## src/rtl/core/bffd_pkg.sv

```systemverilog
// shared types and codes for the budgeted first-fit dispatcher
`default_nettype none

package bffd_pkg;

    localparam int unsigned NEED_BITS = 32;

    // input opcodes
    localparam logic [1:0] OP_ENQUEUE  = 2'd0;
    localparam logic [1:0] OP_DISPATCH = 2'd1;
    localparam logic [1:0] OP_RELEASE  = 2'd2;

    // result status codes
    localparam logic [2:0] STAT_QUEUED     = 3'd0;
    localparam logic [2:0] STAT_TOO_LARGE  = 3'd1;
    localparam logic [2:0] STAT_FULL       = 3'd2;
    localparam logic [2:0] STAT_DISPATCHED = 3'd3;
    localparam logic [2:0] STAT_NONE_FITS  = 3'd4;
    localparam logic [2:0] STAT_EMPTY      = 3'd5;
    localparam logic [2:0] STAT_RELEASED   = 3'd6;

    localparam logic [NEED_BITS-1:0] LIMIT_RESET = 32'd1024;

    // request to the shared add/subtract unit
    typedef struct packed {
        logic                 sub;
        logic [NEED_BITS:0]   a;
        logic [NEED_BITS:0]   b;
    } alu_req_t;

endpackage

`default_nettype wire

```

## src/rtl/core/budgeted_first_fit_dispatcher.sv

```systemverilog
// budgeted first-fit job queue with a shared adder and a sequencer over a job memory
//
//  channel   dir  handshake                      payload
//  s_axis    in   s_axis_tvalid/s_axis_tready    tuser: opcode, tdata: job_tag, amount
//  m_axis    out  m_axis_tvalid/m_axis_tready    tuser: status, tdata: result fields
//  cfg       in   cfg_wr_en                      cfg_wr_data: resource_limit
//
// enqueue checks the job, then writes it; release adds, then clamps to the limit;
// dispatch on an empty queue responds directly, else it reads and compares each entry
// scanned, then moves up each entry after the picked one over the single read port.
// s_axis_tready is high only in idle; a stalled result holds the sequencer in its
// response step. synchronous active-low reset, no clearing pass is needed.
`default_nettype none

module budgeted_first_fit_dispatcher #(
    parameter int unsigned QUEUE_DEPTH = 64,
    parameter int unsigned TAG_BITS    = 16
) (
    input  wire         aclk,
    input  wire         aresetn,

    input  wire         s_axis_tvalid,
    output logic        s_axis_tready,
    input  wire  [1:0]  s_axis_tuser,   // opcode
    input  wire  [47:0] s_axis_tdata,   // job_tag[15:0], amount[47:16]

    output logic        m_axis_tvalid,
    input  wire         m_axis_tready,
    output logic [2:0]  m_axis_tuser,   // status
    output logic [87:0] m_axis_tdata,   // picked_tag, picked_need, budget_left,
                                        // queue_count, release_clamped

    input  wire         cfg_wr_en,
    input  wire  [31:0] cfg_wr_data
);
    import bffd_pkg::*;

    localparam int unsigned AW = (QUEUE_DEPTH > 1) ? $clog2(QUEUE_DEPTH) : 1;
    localparam int unsigned CW = $clog2(QUEUE_DEPTH + 1);
    localparam int unsigned EW = NEED_BITS + TAG_BITS;

    localparam logic [3:0] S_IDLE     = 4'd0;
    localparam logic [3:0] S_ENQ      = 4'd1;
    localparam logic [3:0] S_SCAN_RD  = 4'd2;
    localparam logic [3:0] S_SCAN_CMP = 4'd3;
    localparam logic [3:0] S_SHIFT_RD = 4'd4;
    localparam logic [3:0] S_SHIFT_WR = 4'd5;
    localparam logic [3:0] S_REL_ADD  = 4'd6;
    localparam logic [3:0] S_REL_CMP  = 4'd7;
    localparam logic [3:0] S_RESP     = 4'd8;

    logic [3:0]           state_reg, state_next;
    logic [CW-1:0]        count_reg, count_next;
    logic [CW-1:0]        idx_reg, idx_next;
    logic [NEED_BITS-1:0] limit_reg, limit_next;
    logic [NEED_BITS-1:0] budget_reg, budget_next;
    logic [NEED_BITS-1:0] amt_reg, amt_next;
    logic [TAG_BITS-1:0]  tag_reg, tag_next;
    logic [NEED_BITS:0]   sum_reg, sum_next;
    logic [2:0]           res_status_reg, res_status_next;
    logic [TAG_BITS-1:0]  res_tag_reg, res_tag_next;
    logic [NEED_BITS-1:0] res_need_reg, res_need_next;
    logic                 res_clamp_reg, res_clamp_next;
    logic                 m_valid_reg, m_valid_next;
    logic [2:0]           m_status_reg, m_status_next;
    logic [87:0]          m_data_reg, m_data_next;

    // job memory, need above tag
    logic [EW-1:0]        job_mem [QUEUE_DEPTH];
    logic [EW-1:0]        rd_data_reg;
    logic [AW-1:0]        rd_addr;
    logic                 wr_en;
    logic [AW-1:0]        wr_addr;
    logic [EW-1:0]        wr_data;

    alu_req_t             alu_req;
    logic [NEED_BITS+1:0] alu_res;
    logic                 alu_borrow;

    logic [CW:0]          idx_inc;
    logic [CW:0]          count_wide;
    logic [TAG_BITS+15:0] in_tag_wide;
    logic [TAG_BITS+15:0] out_tag_wide;
    logic [CW+6:0]        count_out_wide;
    logic [NEED_BITS-1:0] rd_need;
    logic [TAG_BITS-1:0]  rd_tag;
    logic                 out_free;

    bffd_alu u_alu (
        .req (alu_req),
        .res (alu_res)
    );

    assign alu_borrow     = alu_res[NEED_BITS+1];
    assign idx_inc        = {1'b0, idx_reg} + (CW+1)'(1);
    assign count_wide     = {1'b0, count_reg};
    assign in_tag_wide    = {{TAG_BITS{1'b0}}, s_axis_tdata[15:0]};
    assign out_tag_wide   = {16'b0, res_tag_reg};
    assign count_out_wide = {7'b0, count_reg};
    assign rd_need        = rd_data_reg[EW-1:TAG_BITS];
    assign rd_tag         = rd_data_reg[TAG_BITS-1:0];
    assign out_free       = !m_valid_reg || m_axis_tready;

    assign s_axis_tready  = (state_reg == S_IDLE);
    assign m_axis_tvalid  = m_valid_reg;
    assign m_axis_tuser   = m_status_reg;
    assign m_axis_tdata   = m_data_reg;

    // shared unit operand selection
    always_comb begin
        alu_req = '0;
        unique case (state_reg)
            S_ENQ: begin
                alu_req.sub = 1'b1;
                alu_req.a   = {1'b0, limit_reg};
                alu_req.b   = {1'b0, amt_reg};
            end
            S_SCAN_CMP: begin
                alu_req.sub = 1'b1;
                alu_req.a   = {1'b0, budget_reg};
                alu_req.b   = {1'b0, rd_need};
            end
            S_REL_ADD: begin
                alu_req.sub = 1'b0;
                alu_req.a   = {1'b0, budget_reg};
                alu_req.b   = {1'b0, amt_reg};
            end
            S_REL_CMP: begin
                alu_req.sub = 1'b1;
                alu_req.a   = {1'b0, limit_reg};
                alu_req.b   = sum_reg;
            end
            default: begin
                alu_req = '0;
            end
        endcase
    end

    always_comb begin
        state_next      = state_reg;
        count_next      = count_reg;
        idx_next        = idx_reg;
        limit_next      = limit_reg;
        budget_next     = budget_reg;
        amt_next        = amt_reg;
        tag_next        = tag_reg;
        sum_next        = sum_reg;
        res_status_next = res_status_reg;
        res_tag_next    = res_tag_reg;
        res_need_next   = res_need_reg;
        res_clamp_next  = res_clamp_reg;
        m_valid_next    = m_valid_reg;
        m_status_next   = m_status_reg;
        m_data_next     = m_data_reg;
        rd_addr         = idx_reg[AW-1:0];
        wr_en           = 1'b0;
        wr_addr         = idx_reg[AW-1:0];
        wr_data         = rd_data_reg;

        if (m_valid_reg && m_axis_tready) begin
            m_valid_next = 1'b0;
        end

        unique case (state_reg)
            S_IDLE: begin
                if (s_axis_tvalid) begin
                    amt_next        = s_axis_tdata[47:16];
                    tag_next        = in_tag_wide[TAG_BITS-1:0];
                    idx_next        = '0;
                    res_tag_next    = '0;
                    res_need_next   = '0;
                    res_clamp_next  = 1'b0;
                    unique case (s_axis_tuser)
                        OP_ENQUEUE:  state_next = S_ENQ;
                        OP_DISPATCH: begin
                            if (count_reg == '0) begin
                                res_status_next = STAT_EMPTY;
                                state_next      = S_RESP;
                            end else begin
                                state_next = S_SCAN_RD;
                            end
                        end
                        OP_RELEASE:  state_next = S_REL_ADD;
                        default:     state_next = S_IDLE;  // unused opcode, no result
                    endcase
                end
            end
            S_ENQ: begin
                if (alu_borrow) begin
                    res_status_next = STAT_TOO_LARGE;
                end else if (count_wide >= (CW+1)'(QUEUE_DEPTH)) begin
                    res_status_next = STAT_FULL;
                end else begin
                    wr_en           = 1'b1;
                    wr_addr         = count_reg[AW-1:0];
                    wr_data         = {amt_reg, tag_reg};
                    count_next      = count_reg + CW'(1);
                    res_status_next = STAT_QUEUED;
                end
                state_next = S_RESP;
            end
            S_SCAN_RD: begin
                rd_addr    = idx_reg[AW-1:0];
                state_next = S_SCAN_CMP;
            end
            S_SCAN_CMP: begin
                if (!alu_borrow) begin
                    budget_next     = alu_res[NEED_BITS-1:0];
                    res_status_next = STAT_DISPATCHED;
                    res_tag_next    = rd_tag;
                    res_need_next   = rd_need;
                    count_next      = count_reg - CW'(1);
                    // close the gap left by the picked job
                    state_next      = (idx_inc < count_wide) ? S_SHIFT_RD : S_RESP;
                end else if (idx_inc < count_wide) begin
                    idx_next   = idx_inc[CW-1:0];
                    state_next = S_SCAN_RD;
                end else begin
                    res_status_next = STAT_NONE_FITS;
                    state_next      = S_RESP;
                end
            end
            S_SHIFT_RD: begin
                rd_addr    = idx_inc[AW-1:0];
                state_next = S_SHIFT_WR;
            end
            S_SHIFT_WR: begin
                // count already holds the reduced total here
                wr_en      = 1'b1;
                wr_addr    = idx_reg[AW-1:0];
                wr_data    = rd_data_reg;
                idx_next   = idx_inc[CW-1:0];
                state_next = (idx_inc < count_wide) ? S_SHIFT_RD : S_RESP;
            end
            S_REL_ADD: begin
                sum_next   = alu_res[NEED_BITS:0];
                state_next = S_REL_CMP;
            end
            S_REL_CMP: begin
                if (alu_borrow) begin
                    budget_next    = limit_reg;
                    res_clamp_next = 1'b1;
                end else begin
                    budget_next = sum_reg[NEED_BITS-1:0];
                end
                res_status_next = STAT_RELEASED;
                state_next      = S_RESP;
            end
            S_RESP: begin
                if (out_free) begin
                    m_valid_next  = 1'b1;
                    m_status_next = res_status_reg;
                    m_data_next   = {res_clamp_reg, count_out_wide[6:0], budget_reg,
                                     res_need_reg, out_tag_wide[15:0]};
                    state_next    = S_IDLE;
                end
            end
            default: begin
                state_next = S_IDLE;
            end
        endcase

        // limit write reloads the budget
        if (cfg_wr_en) begin
            limit_next  = cfg_wr_data;
            budget_next = cfg_wr_data;
        end
    end

    always_ff @(posedge aclk) begin
        if (!aresetn) begin
            state_reg   <= S_IDLE;
            count_reg   <= '0;
            limit_reg   <= LIMIT_RESET;
            budget_reg  <= LIMIT_RESET;
            m_valid_reg <= 1'b0;
        end else begin
            state_reg   <= state_next;
            count_reg   <= count_next;
            limit_reg   <= limit_next;
            budget_reg  <= budget_next;
            m_valid_reg <= m_valid_next;
        end
    end

    always_ff @(posedge aclk) begin
        idx_reg        <= idx_next;
        amt_reg        <= amt_next;
        tag_reg        <= tag_next;
        sum_reg        <= sum_next;
        res_status_reg <= res_status_next;
        res_tag_reg    <= res_tag_next;
        res_need_reg   <= res_need_next;
        res_clamp_reg  <= res_clamp_next;
        m_status_reg   <= m_status_next;
        m_data_reg     <= m_data_next;
    end

    always_ff @(posedge aclk) begin
        if (wr_en) begin
            job_mem[wr_addr] <= wr_data;
        end
        rd_data_reg <= job_mem[rd_addr];
    end

    a_count_bound: assert property (@(posedge aclk) disable iff (!aresetn)
        count_wide <= (CW+1)'(QUEUE_DEPTH))
        else $error("pending count above queue depth");

    a_budget_bound: assert property (@(posedge aclk) disable iff (!aresetn)
        budget_reg <= limit_reg)
        else $error("remaining budget above limit");

    a_idle_pick_zero: assert property (@(posedge aclk) disable iff (!aresetn)
        m_axis_tvalid && (m_axis_tuser != STAT_DISPATCHED) |->
            (m_axis_tdata[47:0] == 48'd0))
        else $error("picked fields set on a result that dispatched nothing");

    a_release_step: assert property (@(posedge aclk) disable iff (!aresetn)
        (state_reg == S_REL_ADD) |=> (state_reg == S_REL_CMP) && $stable(count_reg))
        else $error("release sequence broken");

endmodule

`default_nettype wire

```

## src/rtl/core/bffd_alu.sv

```systemverilog
// shared add/subtract unit, the top bit of the result is the borrow or carry
`default_nettype none

module bffd_alu (
    input  var bffd_pkg::alu_req_t                 req,
    output logic [bffd_pkg::NEED_BITS+1:0]         res
);
    import bffd_pkg::*;

    logic [NEED_BITS+1:0] a_ext;
    logic [NEED_BITS+1:0] b_ext;

    assign a_ext = {1'b0, req.a};
    assign b_ext = {1'b0, req.b};
    assign res   = req.sub ? (a_ext - b_ext) : (a_ext + b_ext);

endmodule

`default_nettype wire
```

## config.mk

```make
export PLATFORM = sky130hd
export DESIGN_NAME = budgeted_first_fit_dispatcher
export DESIGN_NICKNAME = d
export VERILOG_FILES = /design/src/rtl/core/bffd_pkg.sv /design/src/rtl/core/budgeted_first_fit_dispatcher.sv /design/src/rtl/core/bffd_alu.sv
export SDC_FILE = /design/constraint.sdc
export NUM_CORES = 2
export LEC_CHECK = 0
export BUFFER_PORTS_ARGS = -buffer_cell sky130_fd_sc_hd__buf_4
export CAP_MARGIN = 40
export CORE_ASPECT_RATIO = 0.9
export CORE_UTILIZATION = 60
export DETAILED_ROUTE_END_ITERATION = 10
export PLACE_DENSITY = 0.76
export SYNTH_ARGS = -nofsm -noshare
export SYNTH_HDL_FRONTEND = slang
export SYNTH_SLANG_ARGS = --single-unit
export TNS_END_PERCENT = 100
```

## constraint.sdc

```tcl
create_clock -name aclk -period 19.9 [get_ports aclk]
set_clock_uncertainty 0.15 [all_clocks]
set_input_delay 0.995 -clock aclk [delete_from_list [all_inputs] [get_ports aclk]]
set_output_delay 0.995 -clock aclk [all_outputs]
set_load 0.05 [all_outputs]
```

==> results.txt <==
Type of the setup path with the least slack: flip-flop to flip-flop. The global routing stage identified its most utilized layer as met2. The later pin in the worst-skew pair is clocked with a latency of 0.98 ns. Synthesis produced a netlist with a net count of 6,003. Average cell area after synthesis: 22.6 um2. Dividing the detail-routed via count by the number of cells gives 7.21. Data on the critical path arrives at its endpoint at 9.87 ns. Global routing consumed, on the met2 layer, 51.6% of the routing resources. The logs give 18.5% for the fraction of power consumed by combinational cells and 5 for the CTS H-tree depth. After legalization and detailed placement, the total HPWL measured 211,000 um. The run gives 7 as the length of the first detailed-routing pass in iterations. After synthesis, flip-flops and latches occupy 76.4% of the total area. The hold violation count in the final report is 0, and the remaining routing DRC violations is 0. The tools report the final wirelength as 378,000 um.

For the via count of the routed design, the log shows 68.3k. The pin count of the biggest net entering global routing is 144, and the cell leakage power is 48.4 nW. Commonest non-fill, non-tap cell in the layout: sky130_fd_sc_hd__edfxtp_1.

STA classifies the critical path endpoint as a flip-flop. The worst setup path is launched from a flip-flop. Setup repair after global routing left no endpoint under its margin. The flow ran to the end, and the final reports show no timing, DRC or antenna violations. Max-cap violations in this run came to 0. From left edge to right edge, the die measures 498 um.

TritonCTS created 335 clock buffers. The number of setup violations in the final report came out at 0. The maximum buffer depth of the clock tree was 4; the fraction of layout cells with a size suffix above 1 was 31.5%. Across every metal layer, demand over resource in global routing totals 34.1%. The switching power as a share of total power came out at 27.5%. In this run, synthesis inferred 3,303 flip-flops with an integrated enable.

Of the available clock period, the critical path in the final layout requires 47.6%. Counting every instance in the synthesized netlist gives 5,874. The max-slew violation count is 0, and the met1 track demand over resource is 47.6%. The post-cts hold buffer count was 1; the power share of the clock group was 33.4%.

The tools report the post-route non-filler standard cell count as 9,472. Adding up every negative setup slack in the final design gives 0 ns. The slew of the pin with the lowest slew margin works out to 1.16 ns. Iteration-0 DRC count of the detailed router: 11.1k. The required time reported for the critical path endpoint came out at 20.29 ns. After global routing the overflow that remains totals 0.

In this run the worst path has a maximum fanout of 42. The power per unit of standard cell area was 124 nW/um2; the tightest slew margin relative to the limit was 22.5%. At the end of routability-driven placement, the weighted congestion stood at 0.892. The first global-routing pass estimated 528,000 um of wire. Compared with the post-synthesis result, the final layout area differs by 13.8%. The logs give 12.5k for the count of filler cells inserted in the layout and 8,870 for the total instance count after detailed placement.

The time the final worst path needs with I/O delays and setup was 9.48 ns; the sequential power share was 48.1%. The global routing met3 resource utilization is 9.38%, and the clock-pin slew of the registers on the worst-case setup and hold paths is 0.06 ns. From bottom edge to top edge, the die measures 449 um. At the end of the flow, the number of nets in the layout was 6,451. Internal power comes to 13.7 mW.

The flip-flop count of the largest register after layout works out to 3,072. The tightest min-delay check is of the primary input to flip-flop type. Counting flops and latches in the post-synthesis netlist gives 3,427. The floorplan step defined a core boundary enclosing 220,000 um2. In the layout the commonest cells are sky130_fd_sc_hd__edfxtp_1, sky130_fd_sc_hd__mux4_2, sky130_fd_sc_hd__clkbuf_16. The tools report the overall power after layout as 18.8 mW. The post-detailed-route count of antenna-violating nets is 0, and the number of unique standard cell types used by synthesis is 81. Based on the critical path, the design can be clocked at up to 105 MHz.

The effective utilization at floorplan is 60.5%. For this design the total switching power over the nets is 5.18 mW. The initial antenna violation count was 37; the async set-reset flop share out of synthesis was 0%. The cell area after synthesis came out at 133,000 um2.

The tools report the top-level port count as 180. The via count of the first global-routing pass is 68.0k. The routed length per placed instance is 39.9 um, and the floorplan die area is 224,000 um2.

For this run, the number of Yosys warnings is 0. Input and output buffers added on the ports amount to 179. Once the clock tree was built, the resizer swapped 0 gates to a different size.

The cell sitting at the root of the clock tree is a sky130_fd_sc_hd__clkbuf_16. The main flop type after synthesis is sky130_fd_sc_hd__edfxtp_1. The run gives 163 as the number of standard-cell rows in the floorplan. The worst ir drop on vdd was 97.8 uV. TritonCTS built the clock tree.

Counting every sink on the clock net gives 3,427. After clock tree synthesis, the setup repair step added 0 buffers.
## synthesized netlist by cell type, types with 17 or more instances
library cell / instances / area, um2
sky130_fd_sc_hd__a211oi_1: 17 / 128
sky130_fd_sc_hd__a21o_1: 17 / 128
sky130_fd_sc_hd__a21oi_1: 88 / 440
sky130_fd_sc_hd__a22o_1: 33 / 289
sky130_fd_sc_hd__a22oi_1: 17 / 128
sky130_fd_sc_hd__a31oi_1: 31 / 194
sky130_fd_sc_hd__and2_1: 25 / 156
sky130_fd_sc_hd__and3_1: 53 / 332
sky130_fd_sc_hd__buf_1: 52 / 195
sky130_fd_sc_hd__buf_2: 19 / 95.1
sky130_fd_sc_hd__clkbuf_1: 240 / 901
sky130_fd_sc_hd__dfxtp_1: 124 / 2480
sky130_fd_sc_hd__edfxtp_1: 3303 / 99200
sky130_fd_sc_hd__ha_1: 41 / 513
sky130_fd_sc_hd__inv_1: 28 / 105
sky130_fd_sc_hd__mux2_2: 80 / 901
sky130_fd_sc_hd__mux2i_1: 54 / 541
sky130_fd_sc_hd__mux4_2: 998 / 22500
sky130_fd_sc_hd__nand2_1: 118 / 443
sky130_fd_sc_hd__nand3_1: 19 / 95.1
sky130_fd_sc_hd__nor2_1: 162 / 608
sky130_fd_sc_hd__nor3_1: 17 / 85.1
sky130_fd_sc_hd__o21ai_0: 70 / 350
sky130_fd_sc_hd__xnor2_1: 39 / 342
sky130_fd_sc_hd__xor2_1: 33 / 289
## critical path, cell delays in order (launching register included)
cell,delay [ns]
sky130_fd_sc_hd__dfxtp_2,0.48
sky130_fd_sc_hd__buf_4,0.53
sky130_fd_sc_hd__nor4b_1,0.19
sky130_fd_sc_hd__or2_1,0.25
sky130_fd_sc_hd__buf_4,0.25
sky130_fd_sc_hd__o2bb2ai_1,0.24
sky130_fd_sc_hd__inv_1,0.08
sky130_fd_sc_hd__ha_1,0.20
sky130_fd_sc_hd__nand4b_1,0.18
sky130_fd_sc_hd__or3_1,0.55
sky130_fd_sc_hd__or3_1,0.40
sky130_fd_sc_hd__or3_1,0.36
sky130_fd_sc_hd__or3_1,0.41
sky130_fd_sc_hd__and2_1,0.21
sky130_fd_sc_hd__xnor2_1,0.17
sky130_fd_sc_hd__ha_1,0.41
sky130_fd_sc_hd__nand4_1,0.21
sky130_fd_sc_hd__nor4_1,0.36
sky130_fd_sc_hd__o2111a_1,0.28
sky130_fd_sc_hd__o211a_1,0.25
sky130_fd_sc_hd__o21a_4,0.61
sky130_fd_sc_hd__nor2b_1,0.54
sky130_fd_sc_hd__a32oi_1,0.14
sky130_fd_sc_hd__buf_4,0.25
sky130_fd_sc_hd__nor2_4,0.63
sky130_fd_sc_hd__buf_4,0.58
## cell families (layout without fill, tap and decap cells)
kind of cell	Yosys count	in the layout	share of synthesized area, %
other	0	11	0
AND/OR/NAND/NOR	468	468	1.69
flip-flops	3427	3427	76.4
AO/OA/AOI/OAI	386	386	1.98
buffers and inverters	346	1046	1.03
multiplexers	1133	1133	18.0
XOR/XNOR	72	72	0.474
adder cells (fa/ha/maj)	42	42	0.401
## metal layers
layer | share of wire (%) | up-vias
li1 | - | 25900
met3 | 14 | 931
met2 | 47 | 5812
met5 | 0.046 | -
met4 | 4.5 | 24
met1 | 35 | 35600
## path summary, 6_finish.rpt
path                            slack [ns]                   endpoint                    startpoint  depth (start not counted)
worst max-delay path                 10.42  job_mem[50][31]$_DFFE_PP_     state_reg[2]$_SDFFE_PN0P_                         25
worst min-delay path                  0.05       tag_reg[8]$_DFFE_PP_               s_axis_tdata[8]                          1
worst max register to register       10.42  job_mem[50][31]$_DFFE_PP_     state_reg[2]$_SDFFE_PN0P_                         25
worst min register to register        0.26  m_axis_tdata[9]$_DFFE_PP_  res_tag_reg[9]$_SDFFCE_PP0P_                          0
## cell type report
type	instances	area (um2)	area share [%]
Sequential cell	3427	102000	67.2
Multi-Input combinational cell	2101	30600	20.2
Clock buffer	419	8940	5.91
Timing Repair Buffer	428	4700	3.10
Tap cell	2887	3610	2.39
Clock inverter	170	1650	1.09
Inverter	29	109	0.0719
Antenna cell	11	27.5	0.0182
## per-stage QoR
step	hold WS (ns)	setup WS [ns]	cell area [um2]	util, %
2_1_floorplan	0.250	10.73	133000	-
3_3_place_gp	0.255	10.58	139000	63.1
3_5_place_dp	0.257	10.63	141000	64.0
4_1_cts	0.00258	10.52	151000	68.8
5_1_grt	0.0192	10.06	151000	68.8
6_report	0.0462	10.42	151000	68.8
## power groups by stage
stage | registers, mW | clock network (mW) | logic [mW]
2_1_floorplan | 9.12 | 0 | 1.97
3_3_place_gp | 9.20 | 0 | 3.13
3_5_place_dp | 9.19 | 0 | 3.35
4_1_cts | 9.04 | 6.32 | 3.43
5_1_grt | 9.04 | 6.56 | 3.61
6_report | 9.05 | 6.29 | 3.49
(Power assumes the default switching activity.)
